--- src/design/mcsfd_pkg.sv ---
// ----------------------------------------------------------------------------
// mcsfd_pkg
// Shared widths, codes, reset values and types for the motor channel block.
// ----------------------------------------------------------------------------
package mcsfd_pkg;

	localparam int unsigned CountW   = 15;
	localparam int unsigned CmdW     = 15;
	localparam int unsigned FwdW     = 14;
	localparam int unsigned RevW     = 15;
	localparam int unsigned FiltW    = 16;
	localparam int unsigned SmoothW  = 24;
	localparam int unsigned RunW     = 8;
	localparam int unsigned LimW     = 14;
	localparam int unsigned OvLimW   = 15;
	localparam int unsigned CfgDataW = 15;
	localparam int unsigned CfgIdxW  = 2;

	// Filter weights in Q8: 0.7 and 0.3 of the old and new value.
	localparam int unsigned WOld = 179;
	localparam int unsigned WNew = 77;

	// Item codes.
	localparam logic OP_SAMPLE = 1'b0;
	localparam logic OP_CMD    = 1'b1;

	// Configuration register indexes.
	typedef enum logic [CfgIdxW-1:0] {
		CFG_SPEED_LIMIT    = 2'd0,
		CFG_OVERSPEED_LIM  = 2'd1,
		CFG_FAULT_RUN_LEN  = 2'd2,
		CFG_FORWARD_LEVEL  = 2'd3
	} cfg_idx_t;

	localparam logic [LimW-1:0]   RstSpeedLimit = 14'd8000;
	localparam logic [OvLimW-1:0] RstOverLimit  = 15'd1000;
	localparam logic [RunW-1:0]   RstFaultRun   = 8'd10;
	localparam logic              RstFwdLevel   = 1'b0;

	// One item moving through the compute stage.
	typedef struct packed {
		logic fire;
		logic is_cmd;
	} step_t;

endpackage

--- src/design/mcsfd_filter.sv ---
// ----------------------------------------------------------------------------
// mcsfd_filter
// Signed Q8 speed smoothing with overspeed compare.
// ----------------------------------------------------------------------------
module mcsfd_filter import mcsfd_pkg::*; (
	input  logic                     clk,
	input  logic                     arst_n,
	input  step_t                    step,
	input  logic [CountW-1:0]        enc_count,
	input  logic                     dir_level,
	input  logic                     forward_level,
	input  logic [OvLimW-1:0]        overspeed_limit,
	output logic                     overspeed,
	output logic signed [FiltW-1:0]  filtered
);

	logic signed [SmoothW-1:0] smooth_q;
	logic signed [CountW:0]    cnt_signed;
	logic signed [32:0]        sum;
	logic signed [32:0]        sum_q8;
	logic signed [32:0]        sum_int;
	logic signed [SmoothW:0]   cur_int;
	logic [SmoothW-1:0]        smooth_abs;
	logic signed [SmoothW-1:0] smooth_next;

	always_comb begin
		cnt_signed = $signed({1'b0, enc_count});
		if (dir_level != forward_level) begin
			cnt_signed = -cnt_signed;
		end
		sum = 33'(smooth_q) * 33'sd179 + ((33'(cnt_signed) * 33'sd77) <<< 8);
		// Truncate toward zero: bias negative values before the shift.
		sum_q8  = (sum + (sum[32] ? 33'sd255 : 33'sd0)) >>> 8;
		sum_int = (sum + (sum[32] ? 33'sd65535 : 33'sd0)) >>> 16;
		smooth_next = sum_q8[SmoothW-1:0];
		cur_int = (25'(smooth_q) + (smooth_q[SmoothW-1] ? 25'sd255 : 25'sd0)) >>> 8;
		smooth_abs = smooth_q[SmoothW-1] ? SmoothW'(-smooth_q) : SmoothW'(smooth_q);
		overspeed = smooth_abs >= {1'b0, overspeed_limit, 8'h00};
		filtered = step.is_cmd ? cur_int[FiltW-1:0] : sum_int[FiltW-1:0];
	end

	always_ff @(posedge clk or negedge arst_n) begin
		if (!arst_n) begin
			smooth_q <= '0;
		end else if (step.fire && !step.is_cmd) begin
			smooth_q <= smooth_next;
		end
	end

endmodule

--- src/design/mcsfd_drive.sv ---
// ----------------------------------------------------------------------------
// mcsfd_drive
// Overspeed run counter, command clamp and sign-magnitude duty split.
// ----------------------------------------------------------------------------
module mcsfd_drive import mcsfd_pkg::*; (
	input  logic                    clk,
	input  logic                    arst_n,
	input  step_t                   step,
	input  logic signed [CmdW-1:0]  speed_cmd,
	input  logic                    overspeed,
	input  logic [LimW-1:0]         speed_limit,
	input  logic [RunW-1:0]         fault_run_length,
	output logic [FwdW-1:0]         fwd_duty,
	output logic [RevW-1:0]         rev_duty,
	output logic signed [CmdW-1:0]  applied_speed,
	output logic                    fault
);

	logic [RunW-1:0]    run_q;
	logic [FwdW-1:0]    last_fwd_q;
	logic [RevW-1:0]    last_rev_q;
	logic [RunW-1:0]    run_next;
	logic signed [15:0] cmd_w;
	logic signed [15:0] lim_w;
	logic signed [15:0] clamped;

	always_comb begin
		run_next = run_q;
		if (step.is_cmd) begin
			if (!overspeed) begin
				run_next = '0;
			end else if (run_q != '1) begin
				run_next = run_q + 1'b1;
			end
		end
		fault = run_next >= fault_run_length;

		cmd_w = 16'(speed_cmd);
		lim_w = $signed({2'b00, speed_limit});
		if (cmd_w >= lim_w) begin
			clamped = lim_w;
		end else if (cmd_w <= -lim_w) begin
			clamped = -lim_w;
		end else begin
			clamped = cmd_w;
		end

		if (!step.is_cmd) begin
			// Sample: repeat the drive left by the last command.
			fwd_duty      = last_fwd_q;
			rev_duty      = last_rev_q;
			applied_speed = $signed({1'b0, last_fwd_q} - last_rev_q);
		end else if (fault) begin
			fwd_duty      = '0;
			rev_duty      = '0;
			applied_speed = '0;
		end else begin
			fwd_duty      = clamped[15] ? '0 : clamped[FwdW-1:0];
			rev_duty      = clamped[15] ? RevW'(-clamped) : '0;
			applied_speed = clamped[CmdW-1:0];
		end
	end

	always_ff @(posedge clk or negedge arst_n) begin
		if (!arst_n) begin
			run_q      <= '0;
			last_fwd_q <= '0;
			last_rev_q <= '0;
		end else if (step.fire && step.is_cmd) begin
			run_q      <= run_next;
			last_fwd_q <= fwd_duty;
			last_rev_q <= rev_duty;
		end
	end

endmodule

--- src/design/motor_channel_speed_filter_and_drive.sv ---
// ----------------------------------------------------------------------------
// motor_channel_speed_filter_and_drive
// One motor channel: encoder speed smoothing, overspeed cutoff, H-bridge duty.
// ----------------------------------------------------------------------------
// The block takes one beat per clock while in_ready is high and returns
// exactly one result beat for each input beat, in order. An accepted beat
// lands in the input register, passes the filter and drive logic and is
// loaded into the result register, from which it is offered, once that
// register is free or drains. Sustained rate is one item per cycle while
// the output does not stall; it is set by the state update of the smoothed
// speed and the run counter, which each item finishes before the next one
// enters the compute stage. Output stalls back up through the input
// register, and the input side keeps taking beats while the result register
// drains. Sample beats (op 0) update the smoothed speed and echo the last
// drive; command beats (op 1) update the overspeed run and set new
// forward/reverse duties. Configuration writes through
// cfg_we/cfg_index/cfg_wdata take effect at once and are meant to be made
// while no beat is in flight.
module motor_channel_speed_filter_and_drive import mcsfd_pkg::*; (
	input  logic                       clk,
	input  logic                       arst_n,
	// input channel
	input  logic                       in_valid,
	output logic                       in_ready,
	input  logic                       op,
	input  logic [CountW-1:0]          enc_count,
	input  logic                       dir_level,
	input  logic signed [CmdW-1:0]     speed_cmd,
	// result channel
	output logic                       out_valid,
	input  logic                       out_ready,
	output logic [FwdW-1:0]            fwd_duty,
	output logic [RevW-1:0]            rev_duty,
	output logic signed [CmdW-1:0]     applied_speed,
	output logic                       fault,
	output logic signed [FiltW-1:0]    filtered_speed,
	// configuration
	input  logic                       cfg_we,
	input  logic [CfgIdxW-1:0]         cfg_index,
	input  logic [CfgDataW-1:0]        cfg_wdata
);

	// Configuration registers.
	logic [LimW-1:0]   speed_limit_q;
	logic [OvLimW-1:0] overspeed_limit_q;
	logic [RunW-1:0]   fault_run_len_q;
	logic              forward_level_q;

	// Input register.
	logic                   valid_s1;
	logic                   op_s1;
	logic [CountW-1:0]      enc_s1;
	logic                   dir_s1;
	logic signed [CmdW-1:0] cmd_s1;

	// Result register.
	logic                    valid_s2;
	logic [FwdW-1:0]         fwd_s2;
	logic [RevW-1:0]         rev_s2;
	logic signed [CmdW-1:0]  applied_s2;
	logic                    fault_s2;
	logic signed [FiltW-1:0] filt_s2;

	logic                    advance;
	logic                    in_fire;
	step_t                   step;
	logic                    overspeed;
	logic signed [FiltW-1:0] filt_c;
	logic [FwdW-1:0]         fwd_c;
	logic [RevW-1:0]         rev_c;
	logic signed [CmdW-1:0]  applied_c;
	logic                    fault_c;

	// Move the held beat forward whenever the result register is free or drains.
	assign advance  = valid_s1 && (!valid_s2 || out_ready);
	assign in_ready = !valid_s1 || advance;
	assign in_fire  = in_valid && in_ready;

	assign step.fire   = advance;
	assign step.is_cmd = (op_s1 == OP_CMD);

	always_ff @(posedge clk or negedge arst_n) begin
		if (!arst_n) begin
			speed_limit_q     <= RstSpeedLimit;
			overspeed_limit_q <= RstOverLimit;
			fault_run_len_q   <= RstFaultRun;
			forward_level_q   <= RstFwdLevel;
		end else if (cfg_we) begin
			case (cfg_idx_t'(cfg_index))
				CFG_SPEED_LIMIT:   speed_limit_q     <= cfg_wdata[LimW-1:0];
				CFG_OVERSPEED_LIM: overspeed_limit_q <= cfg_wdata[OvLimW-1:0];
				CFG_FAULT_RUN_LEN: fault_run_len_q   <= cfg_wdata[RunW-1:0];
				CFG_FORWARD_LEVEL: forward_level_q   <= cfg_wdata[0];
				default: ;
			endcase
		end
	end

	// Input register: valid is control, payload loads only on accept.
	always_ff @(posedge clk or negedge arst_n) begin
		if (!arst_n) begin
			valid_s1 <= 1'b0;
		end else if (in_fire) begin
			valid_s1 <= 1'b1;
		end else if (advance) begin
			valid_s1 <= 1'b0;
		end
	end

	always_ff @(posedge clk) begin
		if (in_fire) begin
			op_s1  <= op;
			enc_s1 <= enc_count;
			dir_s1 <= dir_level;
			cmd_s1 <= speed_cmd;
		end
	end

	mcsfd_filter u_filter (
		.clk             (clk),
		.arst_n          (arst_n),
		.step            (step),
		.enc_count       (enc_s1),
		.dir_level       (dir_s1),
		.forward_level   (forward_level_q),
		.overspeed_limit (overspeed_limit_q),
		.overspeed       (overspeed),
		.filtered        (filt_c)
	);

	mcsfd_drive u_drive (
		.clk              (clk),
		.arst_n           (arst_n),
		.step             (step),
		.speed_cmd        (cmd_s1),
		.overspeed        (overspeed),
		.speed_limit      (speed_limit_q),
		.fault_run_length (fault_run_len_q),
		.fwd_duty         (fwd_c),
		.rev_duty         (rev_c),
		.applied_speed    (applied_c),
		.fault            (fault_c)
	);

	// Result register: hold until the beat is taken.
	always_ff @(posedge clk or negedge arst_n) begin
		if (!arst_n) begin
			valid_s2 <= 1'b0;
		end else if (advance) begin
			valid_s2 <= 1'b1;
		end else if (out_ready) begin
			valid_s2 <= 1'b0;
		end
	end

	always_ff @(posedge clk) begin
		if (advance) begin
			fwd_s2     <= fwd_c;
			rev_s2     <= rev_c;
			applied_s2 <= applied_c;
			fault_s2   <= fault_c;
			filt_s2    <= filt_c;
		end
	end

	assign out_valid      = valid_s2;
	assign fwd_duty       = fwd_s2;
	assign rev_duty       = rev_s2;
	assign applied_speed  = applied_s2;
	assign fault          = fault_s2;
	assign filtered_speed = filt_s2;

endmodule

--- config.mk ---
export PLATFORM = sky130hd
export DESIGN_NAME = motor_channel_speed_filter_and_drive
export DESIGN_NICKNAME = d
export VERILOG_FILES = /design/src/design/mcsfd_pkg.sv /design/src/design/mcsfd_filter.sv /design/src/design/mcsfd_drive.sv /design/src/design/motor_channel_speed_filter_and_drive.sv
export SDC_FILE = /design/constraint.sdc
export NUM_CORES = 1
export LEC_CHECK = 0
export ABC_AREA = 1
export BUFFER_PORTS_ARGS = -buffer_cell sky130_fd_sc_hd__buf_2
export CORE_ASPECT_RATIO = 1.1
export CORE_MARGIN = 3
export CORE_UTILIZATION = 40
export CTS_BUF_LIST = sky130_fd_sc_hd__clkbuf_4
export CTS_CLUSTER_SIZE = 40
export DETAILED_ROUTE_END_ITERATION = 10
export PLACE_DENSITY = 0.53
export SLEW_MARGIN = 10
export SYNTH_ARGS = -nofsm -noshare
export SYNTH_HDL_FRONTEND = slang
export SYNTH_SLANG_ARGS = --single-unit
--- constraint.sdc ---
create_clock -name clk -period 26.4 [get_ports clk]
set_input_delay 5.28 -clock clk [delete_from_list [all_inputs] [get_ports clk]]
set_output_delay 5.28 -clock clk [all_outputs]
set_load 0.01 [all_outputs]
---- Word level (Yosys, flattened, before mapping) ----
Cells that the tools add are included.
storage, ports and cells
  input port bits ......................... 54
  flip-flop bits (word level) ............. 194
  output and inout bits ................... 63
  logic and storage cells ................. 79
cells by class
  add/sub/neg operators ................... 10
  equality and inequality tests ........... 5
  $lt $le $gt $ge ......................... 4
  mux-type cells .......................... 23
  multipliers ............................. 2
  reductions and logical operators ........ 16
operators with widths
  kind                                                                   number
  16-bit two-way mux                                                     5
  15-bit two-way mux                                                     5
  32-bit adder                                                           2
  14-bit two-way mux                                                     3
  8-bit two-way mux                                                      5
  33-bit by 32-bit adder with 33-bit output                              1
  24-bit by 9-bit multiplier with 33-bit output (second input constant)  1
  24-bit by 9-bit adder with 24-bit output                               1
  24-bit by 23-bit greater-or-equal comparator with 1-bit output         1
  16-bit by 8-bit multiplier with 24-bit output (second input constant)  1
  24-bit two-way mux                                                     1
  24-bit negator                                                         1
  15-bit by 16-bit <= comparator with 1-bit output                       1
  14-bit negator with 16-bit output                                      1
  15-bit negator with 16-bit output                                      1
  15-bit greater-or-equal comparator                                     1
  15-bit negator                                                         1
  14-bit by 15-bit subtractor with 15-bit output                         1
  8-bit by 1-bit adder with 8-bit output (second input constant)         1
  8-bit greater-or-equal comparator                                      1
  8-bit inequality test (second input constant)                          1
  2-bit AND reduction                                                    4
  2-bit == test (second input constant)                                  2
  1-bit logical AND                                                      4
  other kinds (7)                                                        14

---- Logic depth before layout (Yosys ltp) ----
  depth in word-level cells ............... 8
  depth in mapped cells ................... 57
  mapped depth without buffers ............ 57

---- Modules after synthesis ----
From an unflattened synthesis, not the netlist that was laid out.
unflattened totals
  cell total of the unflattened synthesis .. 2727
  area, all modules ....................... 21007.6 um2
by module, submodules not included
  module                                area an instance (um2)  instances  cells each  sequential area each (um2)
  mcsfd_filter                          11678.7                 1          1685        600.6
  mcsfd_drive                           4845.9                  1          767         925.9
  motor_channel_speed_filter_and_drive  4483.0                  1          275         3811.2

---- Worst setup path after synthesis ----
OpenSTA, ideal clock, no wires.
  path type ............................... in2out
  from .................................... in out_ready
  to ...................................... out in_ready
  required time ........................... 21.120 ns
  cell stages on the path ................. 2
  path buffers ............................ 0
  arrival ................................. 5.464 ns
  path slack .............................. 15.656 ns
  cells stage by stage .................... inv_1 -> nand3_1
between the ends
  longest elaborated chain between the ends .. 3
ends and longest elaborated chain
  element            RTL line                                    RTL
  start, declared    motor_channel_speed_filter_and_drive.sv:31  input logic out_ready,
  1-bit logical OR   motor_channel_speed_filter_and_drive.sv:75  assign advance = valid_s1 && (!valid_s2 || out_ready);
  1-bit logical AND  motor_channel_speed_filter_and_drive.sv:75
  1-bit logical OR   motor_channel_speed_filter_and_drive.sv:76  assign in_ready = !valid_s1 || advance;
  end, declared      motor_channel_speed_filter_and_drive.sv:24  output logic in_ready,
No other way between the ends.

---- Worst setup path after layout ----
Ends and elaborated chain as after synthesis.

==> impl_results.md <==
* Clock buffer depth at 2
* Proportion of synthesized chip area in sequential cells at 0.263
* Final GP Congestion at 0.917
* Worst Path Arrival at 5.69 ns
* Most frequent standard cell in the layout excluding fill and tap cells: sky130_fd_sc_hd__nand2_1
* Simple-gate share of the synthesized area at 0.204
* Initial standard-cell utilization of the core at 0.405
* Critical path depth at 4
* Cell repeated most along the worst path: sky130_fd_sc_hd__buf_2
* Clock root buffer: sky130_fd_sc_hd__clkbuf_4
* Clock edge transition at the registers on the reported setup and hold paths at 0.16 ns
* Number of unique standard cell types used by synthesis at 60
* Number of maximum-capacitance constraint violations at 0
* Maximum number of pins on one net before global-route repair at 66
* Flop2flop setup slack at ~17 ns
* Setup-violating endpoint count in the final report at 0
* Final critical path time including I/O delays and setup at 10.97 ns
* Slowest cell delay on critical path at between 0.15 and 0.2 ns
* WS Path Type: input port to output pin
* Class of the tightest hold or removal check: flip-flop to flip-flop
* Nature of the critical path endpoint: output pin
* Timing-limited maximum frequency at 91.2 MHz
* Main combinational cell family by area after synthesis: adder cells
* Number of gates resized after cts at 0
* Number of warning messages in the yosys log at 0
* Post-route worst setup slack at 15.43 ns
* Fin Clk Skew at ~0.023 ns
* Detailed placer's ending HPWL at around 48 mm
* Final #Nets at 3117
* Fin cells at 3354
* Layout cell share with drive strength beyond 1 at 0.0910
* Global-route wire length before repair at ~92 mm
* FF+latch count, synth at 194
* Part of the cycle the worst path needs at 0.415
* Routed WL per cell at between 15 and 20 um
* XOR/XNOR share of the synthesized area at 0.0457
* ANT nets after route at 0
* Crit path max-delay family: buffers and inverters
* Setup slack at placement at ~15 ns
* Placed instance count at 3321
* Via count of the first global-routing pass at 17000
* Actual transition at the worst max-transition pin at 1.05 ns
* CTS buffer count at 17
* Setup repair after global routing missed its margin: false
* Normalized max-slew margin at 0.301
* Crit path max fanout at 3
* Area added between synthesis and finish at 7.97%
* Via Count at 17100
* Crit path launch: out_ready
* Sum of routed wire length over all layers at around 58 mm
* Status: finished clean
* I/O pins at 117
* Number of buffers inserted by port buffering at 116
* Number of buffers added for setup after CTS at 0
* Overall die area at 53500 sq um
* Overall fraction of global-route tracks in use at 0.218
* Required time at the endpoint of the critical path at approximately 21 ns
* Via density per instance at 5.09
* Worst reg2reg path endpoint: u_filter.smooth_q[8]
* Post-synth net total at 3010
* Worst setup SP type: input port
* Number of cells produced by synthesis at 2573
* Critical path destination: in_ready
* H-tree level count at 4
* Commonest cells after routing, fill and taps aside: sky130_fd_sc_hd__nand2_1 (520), sky130_fd_sc_hd__inv_1 (506), sky130_fd_sc_hd__ha_1 (268)
* Violation count after the first detailed-route iteration at 898
* Number of remaining DRC errors at 0
* Initial antenna violation count at 1
* Floorplan core area at 50100 sq um
* Netlist Area Pre-Place at 20300 sq um
* Number of hold buffers added after CTS at 0
* Top-area cell type share of the netlist area at 0.165
* Adder-cell share of the synthesized area at 0.278
* Path depth of the worst reg2reg path at 49
* Cell with the biggest individual delay on the critical path: sky130_fd_sc_hd__buf_2
* DRT Pass-1 Iters at 6
* Final Hold Violating Endpoints at 0
* Remaining global-route overflow at 0
* Clock tree from TritonCTS: done
* Synth area leader: sky130_fd_sc_hd__ha_1
* Vert. Die Dim at 242 um
* Area fraction in compound gates after synthesis at 0.103
* Count of buffer and inverter cells on the critical path at 3
* Skew-Pair Late Insertion Delay at 0.71 ns
* Std-Cell Rows at 86
* Number of slew-limit violations in the final report at 0
* Origin of the critical flop-to-flop path: enc_s1[0]
* Synthesized area divided by synthesized cell count at between 7 and 8 sq um
* Die width at 221 um
* Clock sink count at between 150 and 200
* Final sum of negative setup slack at 0 ns
* Top cells by area, synth: sky130_fd_sc_hd__ha_1 (17%), sky130_fd_sc_hd__edfxtp_1 (14%), sky130_fd_sc_hd__fa_1 (11%)
* Mux share of post-synthesis cell area at 0.00296
* Cells along the critical path: buf_2 -> inv_1 -> nand3_1 -> buf_2
synthesized netlist by cell type, drive strengths merged:
library cell,count
a211oi,3
a21boi,6
a21o,8
a21oi,130
a22oi,1
a31oi,6
and2,2
buf,11
clkbuf,27
clkinv,1
dfrtp,87
dfstp,14
dlygate4sd1,1
edfxtp,93
fa,115
ha,268
inv,514
mux2i,6
nand2,539
nand3,144
nand3b,3
nand4,44
nor2,181
nor3,26
nor3b,2
nor4,9
o2111ai,1
o211ai,7
o21a,2
o21ai,174
o21bai,4
o22ai,16
o311ai,2
o31ai,4
o32ai,13
or2,9
xnor2,14
xor2,86
flip-flops by register name, indices dropped and copies added, names as in the netlist, 14 cells and up:
| signal | flops |
|---|---|
| enc_s1 | 15 |
| u_drive.last_rev_q | 15 |
| speed_limit_q | 14 |
| applied_speed | 15 |
| rev_duty | 15 |
| filtered_speed | 16 |
| u_filter.smooth_q | 24 |
| u_drive.last_fwd_q | 14 |
| fwd_duty | 14 |
| overspeed_limit_q | 15 |
| cmd_s1 | 15 |
cells by family (layout without fill, tap and decap cells):
kind of cell | after synthesis | count (layout)
other cells | 0 | 1
simple gates | 959 | 959
compound gates | 377 | 377
xor+xnor | 100 | 100
buf+inv | 554 | 674
fa+ha+maj | 383 | 383
mux | 6 | 6
flops | 194 | 194
worst reg2reg max path, delay by kind of cell, from the launching register on:
| kind | cells | cell delay [ns] |
|---|---|---|
| AOI/OAI and AO/OA | 5 | 1.08 |
| and+or+nand+nor | 25 | 3.09 |
| xor gates and xnor gates | 2 | 0.64 |
| buffers and inverters | 8 | 0.78 |
| adders and majority gates | 9 | 3.55 |
| DFF | 1 | 0.66 |
final cells by class:
type | instances | area (sq um)
antenna | 1 | 2.50
clock buffer | 19 | 143
clock inverter | 13 | 149
fill | 5161 | 28200
inverter | 515 | 1930
multi-input combinational | 1825 | 12900
sequential | 194 | 5340
tap | 660 | 826
timing repair buffer | 127 | 666
routing by layer:
| metal | vias up | part of all wire | global-route usage |
|---|---|---|---|
| met3 | 59 | 0.036 | 0.0339 |
| li1 | 8524 | - | - |
| met5 | - | 0 | 0 |
| met1 | 8141 | 0.44 | 0.274 |
| met2 | 334 | 0.50 | 0.387 |
| met4 | 0 | 0.025 | 0.0625 |
worst min-delay path by stage:
stage	from	to	slack, ns	cells past startpoint
3_3_place_gp	fault_run_len_q[6]	fault_run_len_q[6]	0.47	2
5_1_grt	overspeed_limit_q[9]	overspeed_limit_q[9]	0.53	2
4_1_cts	fault_run_len_q[1]	fault_run_len_q[1]	0.51	2
3_5_place_dp	fault_run_len_q[4]	fault_run_len_q[4]	0.48	2
2_1_floorplan	fault_run_len_q[2]	fault_run_len_q[2]	0.45	2
6_report	fault_run_len_q[1]	fault_run_len_q[1]	0.50	2
metrics by stage:
stage	utilization	area [sq um]	hold slack (ns)
floorplan	-	20300	0.453
global placement	0.432	21600	0.471
detailed placement	0.432	21600	0.477
CTS	0.437	21900	0.506
global route	0.438	21900	0.531
finish	0.438	21900	0.504
Power is not shown: default switching activity piles up to over one toggle a cycle in this logic, so the estimate is an artifact.
